==> config.mk <==
export PLATFORM = sky130hd
export DESIGN_NAME = i2c_eeprom_byte_access_master_flat
export DESIGN_NICKNAME = d
export VERILOG_FILES = /design/src/rtl/i2cee_pkg.sv /design/src/rtl/i2cee_if.sv /design/src/rtl/i2c_eeprom_byte_access_master.sv /design/src/flat_wrapper.sv
export SDC_FILE = /design/constraint.sdc
export NUM_CORES = 1
export LEC_CHECK = 0
export BUFFER_PORTS_ARGS = -buffer_cell sky130_fd_sc_hd__clkbuf_2
export CORE_ASPECT_RATIO = 0.5
export CORE_MARGIN = 2
export CORE_UTILIZATION = 55
export CTS_CLUSTER_SIZE = 24
export DETAILED_ROUTE_END_ITERATION = 7
export HOLD_SLACK_MARGIN = 0.02
export PLACE_DENSITY = 0.88
export SLEW_MARGIN = 20
export SYNTH_ARGS = -nofsm -noshare
export SYNTH_HDL_FRONTEND = slang
export SYNTH_SLANG_ARGS = --single-unit
==> constraint.sdc <==
create_clock -name clock -period 4.1 [get_ports clock]
set_clock_uncertainty 0.1 [all_clocks]
set_input_delay 0.82 -clock clock [delete_from_list [all_inputs] [get_ports clock]]
set_output_delay 0.82 -clock clock [all_outputs]
set_load 0.02 [all_outputs]
==> src/rtl/i2cee_pkg.sv <==
// Package for the serial EEPROM byte-access I2C master.
// Holds the request kinds, register indexes, field widths and the result record.
// No dependencies; used by the top level.
`timescale 1ns / 1ps
`default_nettype none

package i2cee_pkg;

   // request kinds
   localparam logic [1:0] KIND_TICK  = 2'd0;
   localparam logic [1:0] KIND_READ  = 2'd1;
   localparam logic [1:0] KIND_WRITE = 2'd2;

   // configuration register indexes
   localparam logic [1:0] CSR_DEVICE_SELECT = 2'd0;
   localparam logic [1:0] CSR_ACK_POLL_LIM  = 2'd1;
   localparam logic [1:0] CSR_WRITE_WAIT    = 2'd2;

   localparam int CsrIndexW = 2;
   localparam int CsrDataW  = 16;

   // configuration reset values
   localparam logic [7:0]  DEVICE_SELECT_RST = 8'hA0;
   localparam logic [7:0]  ACK_POLL_LIM_RST  = 8'd250;
   localparam logic [15:0] WRITE_WAIT_RST    = 16'd10000;

   // one result record
   typedef struct packed {
      logic       scl_release;
      logic       sda_release;
      logic       busy_res;
      logic       done_res;
      logic [7:0] read_data;
      logic       ack_error;
   } rsp_type;

endpackage

`default_nettype wire

==> src/rtl/i2cee_if.sv <==
// Valid/ready channel interfaces for requests and results of the EEPROM master.
// Has no dependencies; the result fields are declared one by one.
`timescale 1ns / 1ps
`default_nettype none

interface i2cee_req_if #(
   parameter int ADDRESS_BITS = 13
);
   logic                    valid;
   logic                    ready;
   logic [1:0]              kind;
   logic [ADDRESS_BITS-1:0] mem_address;
   logic [7:0]              write_data;
   logic                    sda_level;

   modport source (output valid, kind, mem_address, write_data, sda_level, input ready);
   modport sink   (input valid, kind, mem_address, write_data, sda_level, output ready);
endinterface

interface i2cee_rsp_if;
   logic       valid;
   logic       ready;
   logic       scl_release;
   logic       sda_release;
   logic       busy_res;
   logic       done_res;
   logic [7:0] read_data;
   logic       ack_error;

   modport source (output valid, scl_release, sda_release, busy_res, done_res, read_data,
                   ack_error, input ready);
   modport sink   (input valid, scl_release, sda_release, busy_res, done_res, read_data,
                   ack_error, output ready);
endinterface

`default_nettype wire

==> src/rtl/i2c_eeprom_byte_access_master.sv <==
// I2C master for a serial EEPROM with a two-byte memory address: single-byte random
// read and single-byte write with write-recovery wait. Depends on i2cee_pkg and the
// channel interfaces in i2cee_if.sv.
//
// Every request transaction is either a one-microsecond tick or a read/write request
// and produces exactly one result transaction carrying the SCL/SDA levels to hold for
// the coming microsecond plus status. One transaction is taken per clock while the skid
// register is empty: the whole sequencer step is a single state register update, and
// its result is registered on acceptance. A two-entry output stage (result register
// plus skid register) keeps the request side open for one extra transaction while a
// result is stalled. Requests arriving while busy are dropped (a result is still
// given); ticks while idle leave both lines released. An acknowledge that stays high
// for more than ack_poll_limit ticks ends the transfer with a stop and sets ack_error.
`timescale 1ns / 1ps
`default_nettype none

module i2c_eeprom_byte_access_master #(
   parameter int ADDRESS_BITS = 13
) (
   input  wire logic                           clock,
   input  wire logic                           reset,
   i2cee_req_if.sink                           req,
   i2cee_rsp_if.source                         rsp,
   input  wire logic                           csr_we,
   input  wire logic [i2cee_pkg::CsrIndexW-1:0] csr_index,
   input  wire logic [i2cee_pkg::CsrDataW-1:0]  csr_wdata
);

   // sequencer step codes
   localparam logic [3:0] ST_IDLE     = 4'd0;
   localparam logic [3:0] ST_START_HI = 4'd1;
   localparam logic [3:0] ST_START_LO = 4'd2;
   localparam logic [3:0] ST_TX       = 4'd3;
   localparam logic [3:0] ST_ACK_REL  = 4'd4;
   localparam logic [3:0] ST_ACK_HIGH = 4'd5;
   localparam logic [3:0] ST_ACK_POLL = 4'd6;
   localparam logic [3:0] ST_RX_PRE   = 4'd7;
   localparam logic [3:0] ST_RX       = 4'd8;
   localparam logic [3:0] ST_NACK     = 4'd9;
   localparam logic [3:0] ST_STOP_LO  = 4'd10;
   localparam logic [3:0] ST_STOP_HI  = 4'd11;
   localparam logic [3:0] ST_WAIT     = 4'd12;

   // configuration registers
   logic [7:0]  dev_sel_ff;
   logic [7:0]  poll_lim_ff;
   logic [15:0] wait_us_ff;

   // sequencer state
   logic [3:0]              step_ff, step_in;
   logic [15:0]             timer_ff, timer_in;
   logic [3:0]              bit_cnt_ff, bit_cnt_in;
   logic [7:0]              shift_ff, shift_in;
   logic [7:0]              poll_ff, poll_in;
   logic [ADDRESS_BITS-1:0] addr_ff, addr_in;
   logic [7:0]              data_ff, data_in;
   logic                    is_read_ff, is_read_in;
   logic [7:0]              rx_byte_ff, rx_byte_in;
   logic                    err_ff, err_in;
   logic [2:0]              stage_ff, stage_in;
   logic                    done_now;

   // output stage
   i2cee_pkg::rsp_type out_ff, skid_ff, rsp_new;
   logic               out_vld_ff, skid_vld_ff;
   logic               req_fire, out_load;
   logic [15:0]        addr_wide;
   logic [15:0]        timer_inc;

   assign req.ready = !skid_vld_ff;
   assign req_fire  = req.valid && req.ready;
   assign out_load  = rsp.ready || !out_vld_ff;
   assign addr_wide = 16'(addr_ff);
   assign timer_inc = 16'(timer_ff + 16'd1);

   // configuration writes
   always_ff @(posedge clock) begin
      if (reset) begin
         dev_sel_ff  <= i2cee_pkg::DEVICE_SELECT_RST;
         poll_lim_ff <= i2cee_pkg::ACK_POLL_LIM_RST;
         wait_us_ff  <= i2cee_pkg::WRITE_WAIT_RST;
      end else if (csr_we) begin
         case (csr_index)
            i2cee_pkg::CSR_DEVICE_SELECT: dev_sel_ff  <= csr_wdata[7:0];
            i2cee_pkg::CSR_ACK_POLL_LIM:  poll_lim_ff <= csr_wdata[7:0];
            i2cee_pkg::CSR_WRITE_WAIT:    wait_us_ff  <= csr_wdata;
            default: begin
            end
         endcase
      end
   end

   // sequencer next state for one transaction
   always_comb begin
      step_in    = step_ff;
      timer_in   = timer_ff;
      bit_cnt_in = bit_cnt_ff;
      shift_in   = shift_ff;
      poll_in    = poll_ff;
      addr_in    = addr_ff;
      data_in    = data_ff;
      is_read_in = is_read_ff;
      rx_byte_in = rx_byte_ff;
      err_in     = err_ff;
      stage_in   = stage_ff;
      done_now   = 1'b0;
      if (req.kind == i2cee_pkg::KIND_TICK) begin
         if (step_ff != ST_IDLE) begin
            timer_in = timer_inc;
            case (step_ff)
               ST_START_HI: begin
                  if (timer_ff >= 16'd3) begin
                     step_in  = ST_START_LO;
                     timer_in = '0;
                  end
               end
               ST_START_LO: begin
                  if (timer_ff >= 16'd3) begin
                     step_in    = ST_TX;
                     timer_in   = '0;
                     bit_cnt_in = '0;
                     if (stage_ff == 3'd0) begin
                        shift_in = dev_sel_ff;
                     end else begin
                        stage_in = 3'd3;
                        shift_in = 8'(dev_sel_ff + 8'd1);
                     end
                  end
               end
               ST_TX: begin
                  if (timer_ff >= 16'd5) begin
                     shift_in   = {shift_ff[6:0], 1'b0};
                     bit_cnt_in = 4'(bit_cnt_ff + 4'd1);
                     timer_in   = '0;
                     if (bit_cnt_ff >= 4'd7) begin
                        step_in = ST_ACK_REL;
                     end
                  end
               end
               ST_ACK_REL: begin
                  step_in  = ST_ACK_HIGH;
                  timer_in = '0;
               end
               ST_ACK_HIGH: begin
                  poll_in  = '0;
                  step_in  = ST_ACK_POLL;
                  timer_in = '0;
               end
               ST_ACK_POLL: begin
                  if (!req.sda_level) begin
                     // acknowledged: move on to the next byte of the sequence
                     stage_in = 3'(stage_ff + 3'd1);
                     timer_in = '0;
                     case (stage_ff)
                        3'd0: begin
                           shift_in   = addr_wide[15:8];
                           bit_cnt_in = '0;
                           step_in    = ST_TX;
                        end
                        3'd1: begin
                           shift_in   = addr_wide[7:0];
                           bit_cnt_in = '0;
                           step_in    = ST_TX;
                        end
                        3'd2: begin
                           if (is_read_ff) begin
                              step_in = ST_START_HI;
                           end else begin
                              shift_in   = data_ff;
                              bit_cnt_in = '0;
                              step_in    = ST_TX;
                           end
                        end
                        default: begin
                           if (is_read_ff) begin
                              shift_in   = '0;
                              bit_cnt_in = '0;
                              step_in    = ST_RX_PRE;
                           end else begin
                              step_in = ST_STOP_LO;
                           end
                        end
                     endcase
                  end else if (poll_ff >= poll_lim_ff) begin
                     err_in   = 1'b1;
                     step_in  = ST_STOP_LO;
                     timer_in = '0;
                  end else begin
                     poll_in = 8'(poll_ff + 8'd1);
                  end
               end
               ST_RX_PRE: begin
                  if (timer_ff >= 16'd3) begin
                     step_in  = ST_RX;
                     timer_in = '0;
                  end
               end
               ST_RX: begin
                  // sample on the third high tick
                  if (timer_ff == 16'd6) begin
                     shift_in = {shift_ff[6:0], req.sda_level};
                  end
                  if (timer_ff >= 16'd9) begin
                     bit_cnt_in = 4'(bit_cnt_ff + 4'd1);
                     timer_in   = '0;
                     if (bit_cnt_ff >= 4'd7) begin
                        rx_byte_in = shift_ff;
                        step_in    = ST_NACK;
                     end
                  end
               end
               ST_NACK: begin
                  if (timer_ff >= 16'd3) begin
                     step_in  = ST_STOP_LO;
                     timer_in = '0;
                  end
               end
               ST_STOP_LO: begin
                  if (timer_ff >= 16'd3) begin
                     step_in  = ST_STOP_HI;
                     timer_in = '0;
                  end
               end
               ST_STOP_HI: begin
                  if (timer_ff >= 16'd3) begin
                     timer_in = '0;
                     if (is_read_ff || err_ff || (wait_us_ff == 16'd0)) begin
                        step_in  = ST_IDLE;
                        done_now = 1'b1;
                     end else begin
                        step_in = ST_WAIT;
                     end
                  end
               end
               ST_WAIT: begin
                  if (({1'b0, timer_ff} + 17'd1) >= {1'b0, wait_us_ff}) begin
                     step_in  = ST_IDLE;
                     timer_in = '0;
                     done_now = 1'b1;
                  end
               end
               default: begin
                  step_in  = ST_IDLE;
                  timer_in = '0;
               end
            endcase
         end
      end else if ((req.kind == i2cee_pkg::KIND_READ || req.kind == i2cee_pkg::KIND_WRITE)
                   && step_ff == ST_IDLE) begin
         // new transfer request
         addr_in    = req.mem_address;
         data_in    = req.write_data;
         is_read_in = (req.kind == i2cee_pkg::KIND_READ);
         err_in     = 1'b0;
         stage_in   = '0;
         bit_cnt_in = '0;
         poll_in    = '0;
         step_in    = ST_START_HI;
         timer_in   = '0;
      end
   end

   // line levels for the coming microsecond
   always_comb begin
      rsp_new.scl_release = 1'b1;
      rsp_new.sda_release = 1'b1;
      case (step_in)
         ST_START_LO: rsp_new.sda_release = 1'b0;
         ST_TX: begin
            rsp_new.scl_release = (timer_in >= 16'd2) && (timer_in < 16'd4);
            rsp_new.sda_release = shift_in[7];
         end
         ST_ACK_REL: rsp_new.scl_release = 1'b0;
         ST_RX_PRE:  rsp_new.scl_release = 1'b0;
         ST_RX:      rsp_new.scl_release = (timer_in >= 16'd4) && (timer_in < 16'd8);
         ST_NACK:    rsp_new.scl_release = (timer_in >= 16'd2);
         ST_STOP_LO: begin
            rsp_new.scl_release = 1'b0;
            rsp_new.sda_release = 1'b0;
         end
         default: begin
         end
      endcase
      rsp_new.busy_res  = (step_in != ST_IDLE);
      rsp_new.done_res  = done_now;
      rsp_new.read_data = rx_byte_in;
      rsp_new.ack_error = err_in;
   end

   // sequencer registers
   always_ff @(posedge clock) begin
      if (reset) begin
         step_ff    <= ST_IDLE;
         timer_ff   <= '0;
         bit_cnt_ff <= '0;
         shift_ff   <= '0;
         poll_ff    <= '0;
         addr_ff    <= '0;
         data_ff    <= '0;
         is_read_ff <= 1'b0;
         rx_byte_ff <= '0;
         err_ff     <= 1'b0;
         stage_ff   <= '0;
      end else if (req_fire) begin
         step_ff    <= step_in;
         timer_ff   <= timer_in;
         bit_cnt_ff <= bit_cnt_in;
         shift_ff   <= shift_in;
         poll_ff    <= poll_in;
         addr_ff    <= addr_in;
         data_ff    <= data_in;
         is_read_ff <= is_read_in;
         rx_byte_ff <= rx_byte_in;
         err_ff     <= err_in;
         stage_ff   <= stage_in;
      end
   end

   // result register and skid register
   always_ff @(posedge clock) begin
      if (reset) begin
         out_vld_ff  <= 1'b0;
         skid_vld_ff <= 1'b0;
      end else begin
         if (out_load) begin
            out_vld_ff <= skid_vld_ff || req_fire;
         end
         if (skid_vld_ff && out_load) begin
            skid_vld_ff <= req_fire;
         end else if (!skid_vld_ff && !out_load && req_fire) begin
            skid_vld_ff <= 1'b1;
         end
      end
   end

   always_ff @(posedge clock) begin
      if (out_load) begin
         out_ff <= skid_vld_ff ? skid_ff : rsp_new;
      end
      if (req_fire && (skid_vld_ff || !out_load)) begin
         skid_ff <= rsp_new;
      end
   end

   assign rsp.valid       = out_vld_ff;
   assign rsp.scl_release = out_ff.scl_release;
   assign rsp.sda_release = out_ff.sda_release;
   assign rsp.busy_res    = out_ff.busy_res;
   assign rsp.done_res    = out_ff.done_res;
   assign rsp.read_data   = out_ff.read_data;
   assign rsp.ack_error   = out_ff.ack_error;

   // checks
   a_skid_needs_out: assert property (@(posedge clock) disable iff (reset)
      skid_vld_ff |-> out_vld_ff)
      else $error("skid register holds a result while the result register is empty");

   a_done_not_busy: assert property (@(posedge clock) disable iff (reset)
      (out_vld_ff && out_ff.done_res) |-> !out_ff.busy_res)
      else $error("transfer reported done while still busy");

   a_bit_cnt_range: assert property (@(posedge clock) disable iff (reset)
      bit_cnt_ff <= 4'd8)
      else $error("bit counter past one byte");

   a_tx_timer_range: assert property (@(posedge clock) disable iff (reset)
      (step_ff == ST_TX) |-> (timer_ff < 16'd6))
      else $error("transmit bit timer overran");

endmodule

`default_nettype wire
==> src/flat_wrapper.sv <==
// flat-port wrapper written by rule: the top's interface ports become plain ports
module i2c_eeprom_byte_access_master_flat 
#(
   parameter int ADDRESS_BITS = 13
)
  (clock, reset, csr_we, csr_index, csr_wdata, req_valid, req_kind, req_mem_address, req_write_data, req_sda_level, req_ready, rsp_valid, rsp_scl_release, rsp_sda_release, rsp_busy_res, rsp_done_res, rsp_read_data, rsp_ack_error, rsp_ready);
  i2cee_req_if #(.ADDRESS_BITS(ADDRESS_BITS)) req_i ();
  i2cee_rsp_if rsp_i ();
  input  wire logic clock;
  input  wire logic reset;
  input  wire logic csr_we;
  input  wire logic [i2cee_pkg::CsrIndexW-1:0] csr_index;
  input  wire logic [i2cee_pkg::CsrDataW-1:0] csr_wdata;
  input wire logic [$bits(req_i.valid)-1:0] req_valid;
  input wire logic [$bits(req_i.kind)-1:0] req_kind;
  input wire logic [$bits(req_i.mem_address)-1:0] req_mem_address;
  input wire logic [$bits(req_i.write_data)-1:0] req_write_data;
  input wire logic [$bits(req_i.sda_level)-1:0] req_sda_level;
  output wire logic [$bits(req_i.ready)-1:0] req_ready;
  output wire logic [$bits(rsp_i.valid)-1:0] rsp_valid;
  output wire logic [$bits(rsp_i.scl_release)-1:0] rsp_scl_release;
  output wire logic [$bits(rsp_i.sda_release)-1:0] rsp_sda_release;
  output wire logic [$bits(rsp_i.busy_res)-1:0] rsp_busy_res;
  output wire logic [$bits(rsp_i.done_res)-1:0] rsp_done_res;
  output wire logic [$bits(rsp_i.read_data)-1:0] rsp_read_data;
  output wire logic [$bits(rsp_i.ack_error)-1:0] rsp_ack_error;
  input wire logic [$bits(rsp_i.ready)-1:0] rsp_ready;
  assign req_i.valid = req_valid;
  assign req_i.kind = req_kind;
  assign req_i.mem_address = req_mem_address;
  assign req_i.write_data = req_write_data;
  assign req_i.sda_level = req_sda_level;
  assign req_ready = req_i.ready;
  assign rsp_valid = rsp_i.valid;
  assign rsp_scl_release = rsp_i.scl_release;
  assign rsp_sda_release = rsp_i.sda_release;
  assign rsp_busy_res = rsp_i.busy_res;
  assign rsp_done_res = rsp_i.done_res;
  assign rsp_read_data = rsp_i.read_data;
  assign rsp_ack_error = rsp_i.ack_error;
  assign rsp_i.ready = rsp_ready;
  i2c_eeprom_byte_access_master #(.ADDRESS_BITS(ADDRESS_BITS)) u_core (.clock(clock), .reset(reset), .req(req_i), .rsp(rsp_i), .csr_we(csr_we), .csr_index(csr_index), .csr_wdata(csr_wdata));
endmodule
# Word level (Yosys, flattened, before mapping)
# Cells that the tools add are included.
# totals
output_inout_bits	15
input_bits	47
elab_cells	218
ff_bits	134
# classes
n_lt_le_gt_ge	10
n_bitwise	1
n_reduce_logical	39
n_addsub	6
eq_ne	45
muxes	88
# op_table
operator	count
$mux 8	19
$mux 16	9
$mux 4	27
$pmux 16 s5	1
$pmux 4 s12	1
$eq 4x4->1 const B	8
$ge 16x2->1 const B	2
$ge 16x3->1 const B	2
$pmux 8 s4	1
$ne 3x3->1 const B	10
$eq 4x3->1 const B	6
$pmux 8 s3	1
$reduce_and 10->1	2
$mux 3	6
$add 16x1->17 const B	1
$ge 17x16->1	1
$add 16x1->16 const B	1
$add 8x1->8 const B	2
$eq 16x3->1 const B	1
$eq 4x2->1 const B	4
$ge 16x4->1 const B	1
$logic_not 16->1	1
$lt 16x3->1 const B	1
$lt 16x4->1 const B	1
other kinds (40)	80

# Longest topological paths before layout
# Gate-level depths: netlist of run 1.
# logic_depth
ltp_word	11
mapped_depth	17
ltp_nobuf	16

# Worst setup path after synthesis of run 1
# OpenSTA, ideal clock, no wires.
# synth_path
path_type	register to register
from	reg u_core.timer_ff[1]
to	reg u_core.out_ff, in the netlist u_core.rsp.scl_release, data pin
stages_incl_launch_ff	17
required_time_ps	3739
period_less_slack_ps	3933
slack_ps	167
path_buffers	1
arrival_ps	3572
setup_time_ps	261
cell_sequence	dfxtp_1 ha_1 clkbuf_1 nand4_1 nor2_1 nand3_1 xnor2_1 ha_1 nand3_1 or2_2 o211ai_1 o211ai_1 o32ai_1 nand3_2 nor4_2 a211oi_1 a221o_1
# synth_between
elab_chain_len	10
elab_cells_between_ends	43
cone_classes	add/sub: 2; order compare: 8; eq/ne: 6; mux: 24; reduce/logical: 3
# synth_lines
item	line_no	rtl
start: declaration	i2c_eeprom_byte_access_master.sv:51	logic [15:0] timer_ff, timer_in;
start signal: assignment	i2c_eeprom_byte_access_master.sv:306	timer_ff <= timer_in;
$add 16x1->17 / $add 16x1->16 (equally long branches)	i2c_eeprom_byte_access_master.sv:236, i2c_eeprom_byte_access_master.sv:74	
$ge 17x16->1 / $mux 16 (equally long branches)	i2c_eeprom_byte_access_master.sv:236, i2c_eeprom_byte_access_master.sv:184	
$mux 16 (tied with other cells)	i2c_eeprom_byte_access_master.sv:236	if (({1'b0, timer_ff} + 17'd1) >= {1'b0, wait_us_ff}) begin
$pmux 16 s5 / $pmux 4 s12 (equally long branches)	i2c_eeprom_byte_access_master.sv:110	case (step_ff)
$mux 16 / $mux 4 (equally long branches)	i2c_eeprom_byte_access_master.sv:108	if (step_ff != ST_IDLE) begin
$mux 16 / $mux 4 (equally long branches)	i2c_eeprom_byte_access_master.sv:107	if (req.kind == i2cee_pkg::KIND_TICK) begin
$ge 16x3->1 (tied with other cells)	i2c_eeprom_byte_access_master.sv:275	ST_RX: rsp_new.scl_release = (timer_in >= 16'd4) && (timer_in < 16'd8);
$logic_and 1x1->1 (tied with other cells)	i2c_eeprom_byte_access_master.sv:275	
$pmux 1 s4 (*)	i2c_eeprom_byte_access_master.sv:267	case (step_in)
$mux 13 (*)	i2c_eeprom_byte_access_master.sv:338	out_ff <= skid_vld_ff ? skid_ff : rsp_new;
end signal: assignment	i2c_eeprom_byte_access_master.sv:338	
end: declaration	i2c_eeprom_byte_access_master.sv:64	i2cee_pkg::rsp_type out_ff, skid_ff, rsp_new;
# Mark *: on every way between the ends. The rest lies on a longest branch, timed or not.
# A chain may end at the register's enable or synchronous reset.

# Worst setup path in the final report of run 1
# Ends and elaborated chain as after synthesis.

==> flow_summary.ini, run 1 <==
[drt]
via_per_inst = 6.19
num_vias = 7240
wl_per_cell_um = 18.8
drcViolationCount = 0
antenna_left = 0
drt_wl_total_mm = 21.9
dr.pass1.iters = 6
drtIter0Drc = 785

[min_path]
hold_start = u_core.data_ff[7]
hold_depth = 2
worstHoldPathType = flop to flop
whs_endpoint = u_core.data_ff[7]

[timing]
rsz0062_at_grt = true
min_period_ns = 4.22
fmaxAchievable_mhz = 237
slew_viol_final = 0
setup_tns_ns = -0.167
tightestPinTransition_ns = 1.08
slew_headroom_pct = 27.8
setup_violations = 2
hold_viol = 0
finalWorstSetupSlack_ns = -0.119
post-route-period-util_pct = 103

[pwr]
power.static_leakage_nw = 3.64
powerDensity_nw_per_um2 = 373
ir_drop_mv = 0.267

[layout]
syn_to_final_growth_pct = 20.4
insertedDiodeCount = 0
multiInputGateArea_um2 = 4350
nets = 1064
final_cell_area_um2 = 9030
fillers = 1048
regArea_um2 = 2950
drive_gt1_share_pct = 21.3

[synthesis]
synthesis.instances = 897
yosys.area.top_type = dfxtp_1
synthFlopType = dfxtp_1
synth_area_um2 = 7500
yosysWarnings = 0
synth_cell_types = 72
yosysMostFrequentCell = nor2_1
ys_seq_area_share_pct = 39.2
synth_top_cell_area_share_pct = 28.8
syn_nets = 981
syn_avg_cell_area_um2 = 8.36
yosys_register_bits = 134
netlist_top_cells_area = dfxtp_1 29%, edfxtp_1 10%, ha_1 6.2%
synth-edff-count = 26
ys_top_cells_by_count = 115 x nor2_1, 108 x dfxtp_1, 108 x nand2_1
async_reset_ff_share_pct = 0

[critical_path]
reg2reg_to = u_core.rsp.scl_release
r2r_slack_ns = -0.12
r2r-start = u_core.timer_ff[1]
crit_fanout = 4
endpoint_kind = flop
worst-endpoint-required_ns = 4.18
critPathLaunchType = flop
path_class = flop to flop
crit_arrival_ns = 4.30
reg2reg_depth = 18

[grt]
antenna_found_initial = 0
grt_pass1_vias = 6677
grt_overflow = 0
grt_pass1_wl_mm = 33.3
grt_max_degree = 57
grtUsageTotal_pct = 29.0

[run_status]
status = finished, violations left
violations = negative setup slack

[die]
fp.dieW_um = 169
chipHeight_um = 86.6
start_util_pct = 55.8
dieArea_um2 = 14600
num_io_pins = 62
rows = 30
core_area_um2 = 13400

[clocking]
clk_latency_ns = 0.43
clkTransAtPathRegs_ns = 0.06
clockBufferDepth = 2
root_buffer = clkbuf_16
postCtsHoldBufs = 0
cts_buffers = 17
cts_tree = done
cts.sinks = 134
htreeDepth = 4

[place]
gp_congestion = 0.988
dp_hpwl_mm = 14.9
place_area_um2 = 8120
io_buffers = 61
dp_slack_ns = -0.0248

[flow_run]
cap_violations = 0
## state kept, by name (all words and copies together) (netlist names), 4 cells and up
| name | flops |
|---|---|
| u_core.addr_ff | 13 |
| u_core.bit_cnt_ff | 4 |
| u_core.data_ff | 8 |
| u_core.dev_sel_ff | 8 |
| u_core.poll_ff | 8 |
| u_core.poll_lim_ff | 8 |
| u_core.rsp.read_data | 8 |
| u_core.rx_byte_ff | 8 |
| u_core.shift_ff | 8 |
| u_core.skid_ff | 13 |
| u_core.step_ff | 4 |
| u_core.timer_ff | 16 |
| u_core.wait_us_ff | 16 |
## how the worst max path moves through the flow
stage,cells past startpoint,endpoint,slack [ns],start
floorplan,16,u_core.rsp.scl_release,0.17,u_core.timer_ff[1]
global placement,15,u_core.rsp.scl_release,0.23,u_core.timer_ff[0]
detailed placement,15,u_core.rsp.scl_release,-0.02,u_core.timer_ff[0]
CTS,17,u_core.rsp.scl_release,0.01,u_core.timer_ff[0]
global route,18,u_core.rsp.scl_release,-0.23,u_core.timer_ff[1]
finish,18,u_core.rsp.scl_release,-0.12,u_core.timer_ff[1]
## stage by stage
stage | power (mW) | cells | utilization (%) | hold WS, ns
after global routing | 3.46 | 1169 | 67.2 | 0.377
final | 3.37 | 1169 | 67.2 | 0.358
after CTS | 3.36 | 1158 | 65.2 | 0.357
after detailed placement | 1.72 | 1125 | 60.4 | 0.347
after floorplan | 1.62 | 897 | - | 0.334
after global placement | 1.71 | 1125 | 60.4 | 0.343
## cell type report
| type | count | share of cell area (%) |
|---|---|---|
| clock buffer | 19 | 4.79 |
| clock inverter | 13 | 2.16 |
| inverter | 45 | 1.87 |
| multi-input combinational | 668 | 48.1 |
| sequential | 134 | 32.7 |
| tap | 176 | 2.44 |
| timing repair buffer | 114 | 7.93 |
## cells by family after synthesis
| logic type | synth area share (%) |
|---|---|
| AOI/OAI and AO/OA | 17.8 |
| xor gates and xnor gates | 3.27 |
| adders and majority gates | 6.17 |
| buffers and inverters | 5.06 |
| DFF | 39.2 |
| muxes | 4.47 |
| and+or+nand+nor | 24.0 |
## critical path, stage by stage (launching register included)
cell and delay [ns]:
dfxtp_2 0.35, ha_4 0.14, nand4_1 0.13, buf_4 0.20, nor2_4 0.15, nand3_2 0.12, xnor2_2 0.19, ha_1 0.33
buf_4 0.11, nand3_1 0.09, or2_2 0.33, o211ai_1 0.30, buf_4 0.19, o211ai_1 0.12, a22o_1 0.27, or3_4 0.39
inv_1 0.08, a211oi_2 0.05, a221o_1 0.34
## placed cells by master, fill, tap and decap left out, types with 6 or more instances in the layout
cell type,instances
nor2_1,113
nand2_1,105
dfxtp_1,102
a21oi_1,74
clkbuf_2,60
buf_4,48
inv_1,43
ha_1,36
edfxtp_1,26
o21ai_0,24
nor3_1,24
mux2_2,20
nand3_1,20
nand4_1,18
clkbuf_16,17
xor2_1,15
a22oi_1,15
a211o_1,13
nand2b_1,12
mux2i_1,11
and3_1,10
xnor2_1,10
a211oi_1,9
nand3b_1,8
nor2b_1,8
o22ai_1,7
or3_1,6
o211ai_1,6
dfxtp_2,6
## power breakdown
| part | internal (mW) | switching (mW) |
|---|---|---|
| logic | 0.106 | 0.183 |
| registers | 1.39 | 0.0286 |
| clock network | 1.03 | 0.628 |
## layer usage
metal	wire length [um]	vias to the layer above	track usage [%]
met5	0	-	0
met4	683	0	11.3
met3	1740	76	6.26
met2	10200	394	48.0
met1	9340	3406	37.6
li1	-	3364	-
## timing repair
| action | 4_1_cts | 5_1_grt |
|---|---|---|
| pin swaps | 1 | 21 |
| gates resized for setup | 2 | 42 |
| setup endpoints to repair | 1 | 17 |
| setup buffers | 1 | 10 |
| cloned | 0 | 1 |
Note: power is estimated with default switching activity, not from simulation.
==> inputs of run 2 (changes only) <==
Settings changed: GPL_TIMING_DRIVEN set to 0.
==> run 2 against run 1 <==
Compared with the run above: routed wire length up 7.5%; sequential share of layout area down 0.16 points; highest routed layer unchanged; the flow still finishes with violations (negative setup slack); final area up 0.87%; global-route usage up 2.6 points; via count up 3.4%; die area unchanged; critical path depth down 1.
==> flow_summary.ini, run 2 (synthesis results as in run 1) <==
[min_path]
hold_start = u_core.addr_ff[11]
hold_depth = 2
whs_endpoint = u_core.addr_ff[11]
worstHoldPathType = flop to flop

[critical_path]
r2r-start = u_core.timer_ff[5]
critPathLaunchType = flop
r2r_slack_ns = -0.18
crit_arrival_ns = 4.34
crit_path_top_delay_cell = a221o_1
crit_fanout = 7
crit_top_cell = buf_4
reg2reg_depth = 17
cp.buffers_inverters = 5
worstPathCellList = buf_6, nand4_1, buf_6, buf_4, nor4_4, xor2_1, ha_1, nand3_1, or2_2, o211ai_1, buf_4, o211ai_1, buf_4, a32o_2, nor4_4, a211oi_2, a221o_1
path_class = flop to flop
critPathTopFamily = simple AND/OR/NAND/NOR gates
endpoint_kind = flop
reg2reg_to = u_core.rsp.scl_release
cpPeakStageDelay_ns = 0.39
worst-endpoint-required_ns = 4.17

[pwr]
combPwrFrac_pct = 9.3
powerDensity_nw_per_um2 = 348
p_switching_mw = 0.830
ir_drop_mv = 0.268
pwr-share-clk_pct = 46.0
power.static_leakage_nw = 3.68
p_int_mw = 2.34
switching_share_pct = 26.2
p_seq_share_pct = 44.7

[layout]
final_util_pct = 67.8
nets = 1090
syn_to_final_growth_pct = 21.5
mostFrequentLayoutCells = 114 x nor2_1, 104 x nand2_1, 101 x dfxtp_1
final_common_cell = nor2_1
insertedDiodeCount = 0
drive_gt1_share_pct = 20.9
final_cell_area_um2 = 9110
top_regs = u_core.timer_ff (16), u_core.wait_us_ff (16)

[die]
chipHeight_um = 86.6
dieArea_um2 = 14600
rows = 30
num_io_pins = 62
start_util_pct = 55.8
fp.dieW_um = 169
core_area_um2 = 13400

[clocking]
clk_latency_ns = 0.42
clockBufferDepth = 2
cts.sinks = 134
root_buffer = clkbuf_16
clkTransAtPathRegs_ns = 0.06
cts_tree = done
htreeDepth = 4
cts_buffers = 17

[place]
gp_congestion = 0.982
place_area_um2 = 8020
dp_hpwl_mm = 15.8
dp_slack_ns = -0.930
io_buffers = 60

[timing]
rsz0062_at_grt = true
worst_hold_slack_ns = 0.355
hold_viol = 0
fmaxAchievable_mhz = 234
setup_violations = 2
tightestPinTransition_ns = 1.03
finalWorstSetupSlack_ns = -0.175
post-route-period-util_pct = 104
setup_tns_ns = -0.235
slew_viol_final = 0
slew_headroom_pct = 31.3
min_period_ns = 4.28

[drt]
via_per_inst = 6.26
dr.pass1.iters = 6
wl_per_cell_um = 19.7
num_vias = 7486
antenna_left = 0
drtIter0Drc = 805
drt_wl_total_mm = 23.6
drcViolationCount = 0

[flow_run]
cap_violations = 0

[run_status]
violations = negative setup slack
status = finished, violations left

[grt]
antenna_found_initial = 0
grtUsageTotal_pct = 31.6
grt_overflow = 0
grt_pass1_wl_mm = 36.2
grt_pass1_vias = 7134
grt_max_degree = 17
## run 2: worst max path at each step
stage                  startpoint                endpoint  slack [ns]  cells past startpoint
6_report       u_core.timer_ff[5]  u_core.rsp.scl_release       -0.18                     17
5_1_grt        u_core.timer_ff[1]  u_core.rsp.scl_release       -0.26                     17
4_1_cts        u_core.timer_ff[5]  u_core.rsp.scl_release       0.009                     18
3_5_place_dp   u_core.timer_ff[1]  u_core.rsp.scl_release       -0.93                     16
3_3_place_gp   u_core.timer_ff[1]  u_core.rsp.scl_release       -0.83                     16
2_1_floorplan  u_core.timer_ff[1]  u_core.rsp.scl_release        0.17                     16
## run 2: what timing repair did
| action | CTS | global route |
|---|---|---|
| resized for setup | 46 | 22 |
| buffers inserted | 13 | 18 |
| pin swaps | 21 | 25 |
| hold buffers | 0 | 0 |
| setup endpoints to repair | 21 | 15 |
## run 2: power groups by stage
stage | sequential [mW] | clock (mW) | combinational (mW)
2_1_floorplan | 1.45 | 0 | 0.165
3_3_place_gp | 1.44 | 0 | 0.270
3_5_place_dp | 1.45 | 0 | 0.279
4_1_cts | 1.42 | 1.45 | 0.285
5_1_grt | 1.42 | 1.51 | 0.321
6_report | 1.42 | 1.46 | 0.296
## run 2: metal layers
layer  part of all wire (%)  global-route usage (%)
met1                     41                    41.2
met2                     46                    52.6
met3                    9.4                    5.84
met4                    3.3                    12.8
met5                      0                       0
## run 2: area by class of cell
type	count	area, um^2
clock buffer	20	447
buffer	49	231
tap	176	220
fill	1030	4330
timing repair buffer	91	537
multi-input combinational	668	4440
sequential	134	2960
clock inverter	12	105
inverter	45	169
## run 2: worst min-delay path, delay by kind of cell, from the launching register on
family | cells | cell delay (ns)
compound gates | 1 | 0.05
flops | 1 | 0.31
simple gates | 1 | 0.05
## run 2: stage by stage
stage / cells / power [mW]
2_1_floorplan: 897 / 1.62
3_3_place_gp: 1133 / 1.71
3_5_place_dp: 1133 / 1.72
4_1_cts: 1177 / 3.15
5_1_grt: 1195 / 3.25
6_report: 1195 / 3.17
==> inputs of run 3 (changes only) <==
Settings changed: ABC_AREA set to 1, ABC_CLOCK_PERIOD_IN_PS set to 4100.
==> run 3 against run 2 <==
Compared with the run above: highest routed layer unchanged; the flow now finishes without violations; largest cell class unchanged; register-to-register slack improved by 0.48 ns; critical endpoint unchanged; critical path depth increased by 9; fmax increased by 13%; hold slack about the same; sequential power about the same.
==> flow_summary.ini, run 3 <==
[run_status]
status = completed

[critical_path]
crit_path_top_delay_cell = dfxtp_4
critPathLaunchType = flop
endpoint_kind = flop
path_class = flop to flop
crit_fanout = 6
worst-endpoint-required_ns = 4.18
crit_top_cell = nand2_1
crit_arrival_ns = 3.88
cpPeakStageDelay_ns = 0.39

[die]
start_util_pct = 57.0
fp.dieW_um = 173
dieArea_um2 = 15300
core_area_um2 = 13700
num_io_pins = 62
chipHeight_um = 88.4
rows = 30

[timing]
worst_hold_slack_ns = 0.356
slew_headroom_pct = 33.5
tightestPinTransition_ns = 0.994
setup_violations = 0
hold_viol = 0
slew_viol_final = 0
fmaxAchievable_mhz = 263
post-route-period-util_pct = 92.6
min_period_ns = 3.80

[clocking]
clockBufferDepth = 2
htreeDepth = 4
cts_tree = done
cts.sinks = 134
clkTransAtPathRegs_ns = 0.06
root_buffer = clkbuf_16
clk_latency_ns = 0.43
postCtsHoldBufs = 0
cts_buffers = 17

[synthesis]
yosysWarnings = 0
yosysMostFrequentCell = nand2_1
yosys.area.top_type = dfxtp_1
synth_area_um2 = 7840
async_reset_ff_share_pct = 0
netlist_top_cells_area = dfxtp_1 28%, nand2_1 12%, edfxtp_1 10%
synthesis.instances = 1142
ys_top_cells_by_count = 251 x nand2_1, 164 x inv_1, 149 x nor2_1
syn_nets = 1226
synth_cell_types = 47
synthFlopType = dfxtp_1
syn_avg_cell_area_um2 = 6.86
yosys_register_bits = 134
synth-edff-count = 26
synth_top_cell_area_share_pct = 27.6
ys_seq_area_share_pct = 37.6

[drt]
dr.pass1.iters = 6
drtIter0Drc = 845
num_vias = 7974
drt_wl_total_mm = 22.6
wl_per_cell_um = 15.8
drcViolationCount = 0
via_per_inst = 5.58
antenna_left = 0

[pwr]
powerDensity_nw_per_um2 = 375
combPwrFrac_pct = 13.6
p_switching_mw = 0.990
ir_drop_mv = 0.214
switching_share_pct = 29.2
pwr-share-clk_pct = 43.6
power.static_leakage_nw = 4.25
p_int_mw = 2.40
p_seq_share_pct = 42.9

[place]
gp_congestion = 0.951
io_buffers = 61
dp_cells = 1395
dp_hpwl_mm = 16.6
place_area_um2 = 8380

[grt]
grt_overflow = 0
grt_pass1_wl_mm = 36.0
antenna_found_initial = 1
grtUsageTotal_pct = 29.9
grt_pass1_vias = 7246
grt_max_degree = 17

[layout]
drive_gt1_share_pct = 12.8
nets = 1309
finalNonFillerCells = 1430
final_common_cell = nand2_1
final_util_pct = 65.8
insertedDiodeCount = 0
syn_to_final_growth_pct = 15.4
top_regs = u_core.timer_ff (16), u_core.wait_us_ff (16)
final_cell_area_um2 = 9040
mostFrequentLayoutCells = 250 x nand2_1, 164 x inv_1, 147 x nor2_1

[flow_run]
cap_violations = 0

[min_path]
worstHoldPathType = flop to flop
run 3: changes by cell type after synthesis, sizes merged, moves of 20 or more:
| cell | before | now |
|---|---|---|
| nand2 | 108 | 263 |
| inv | 44 | 175 |
| o21ai | 30 | 109 |
| nor2 | 115 | 163 |
| nand3 | 23 | 48 |
| mux2 | 20 | 0 |
run 3: cell type report:
type / instances / area [um^2]
repair buffers: 64 / 340
fillers: 1175 / 4700
flip-flops and latches: 134 / 2950
plain buffers: 32 / 148
clock buffers: 19 / 433
well taps: 192 / 240
inverters: 179 / 674
multi-input cells: 797 / 4130
clock inverters: 13 / 123
run 3: final timing paths:
path,to,depth (start not counted),start,slack [ns]
min reg2reg,u_core.addr_ff[5],2,u_core.addr_ff[5],0.36
max reg2reg,u_core.rsp.scl_release,26,u_core.timer_ff[0],0.30
min,u_core.addr_ff[5],2,u_core.addr_ff[5],0.36
max,u_core.rsp.scl_release,26,u_core.timer_ff[0],0.30
run 3: repair_timing:
action,4_1_cts,5_1_grt
buffers inserted,0,3
gates resized for setup,0,17
setup endpoints to repair,0,2
run 3: cell families after synthesis:
logic type / share of synthesized area [%]
AOI/OAI and AO/OA: 16.4
and+or+nand+nor: 27.7
adders and majority gates: 5.91
buffers and inverters: 10.5
xor gates and xnor gates: 1.90
DFF: 37.6
run 3: stage by stage:
step | power, mW | worst slack [ns] | TNS [ns]
global placement | 1.90 | 0.122 | 0
finish | 3.39 | 0.302 | 0
detailed placement | 1.92 | 0.0541 | 0
CTS | 3.36 | 0.0160 | 0
global route | 3.50 | -0.0324 | -0.0324
floorplan | 1.78 | 0.787 | 0
run 3: critical path, delay by kind of cell, from the launching register on:
kind	cells	cell delay, ns
AOI/OAI and AO/OA	3	0.40
xor gates and xnor gates	1	0.34
adders and majority gates	2	0.50
buffers and inverters	1	0.09
DFF	1	0.39
and+or+nand+nor	19	1.73
run 3: per-layer routing:
layer | up-vias | track usage, % | wire (um)
met5 | - | 0 | 0
met4 | 0 | 8.78 | 324
met3 | 39 | 7.13 | 2460
met2 | 429 | 48.6 | 9670
met1 | 3650 | 40.4 | 10100
li1 | 3856 | - | -
run 3: power by group through the flow:
stage / Sequential, mW / Combinational (mW) / Clock (mW)
4_1_cts: 1.45 / 0.445 / 1.47
2_1_floorplan: 1.49 / 0.289 / 0
5_1_grt: 1.46 / 0.514 / 1.52
6_report: 1.45 / 0.460 / 1.48
3_3_place_gp: 1.48 / 0.423 / 0
3_5_place_dp: 1.48 / 0.439 / 0
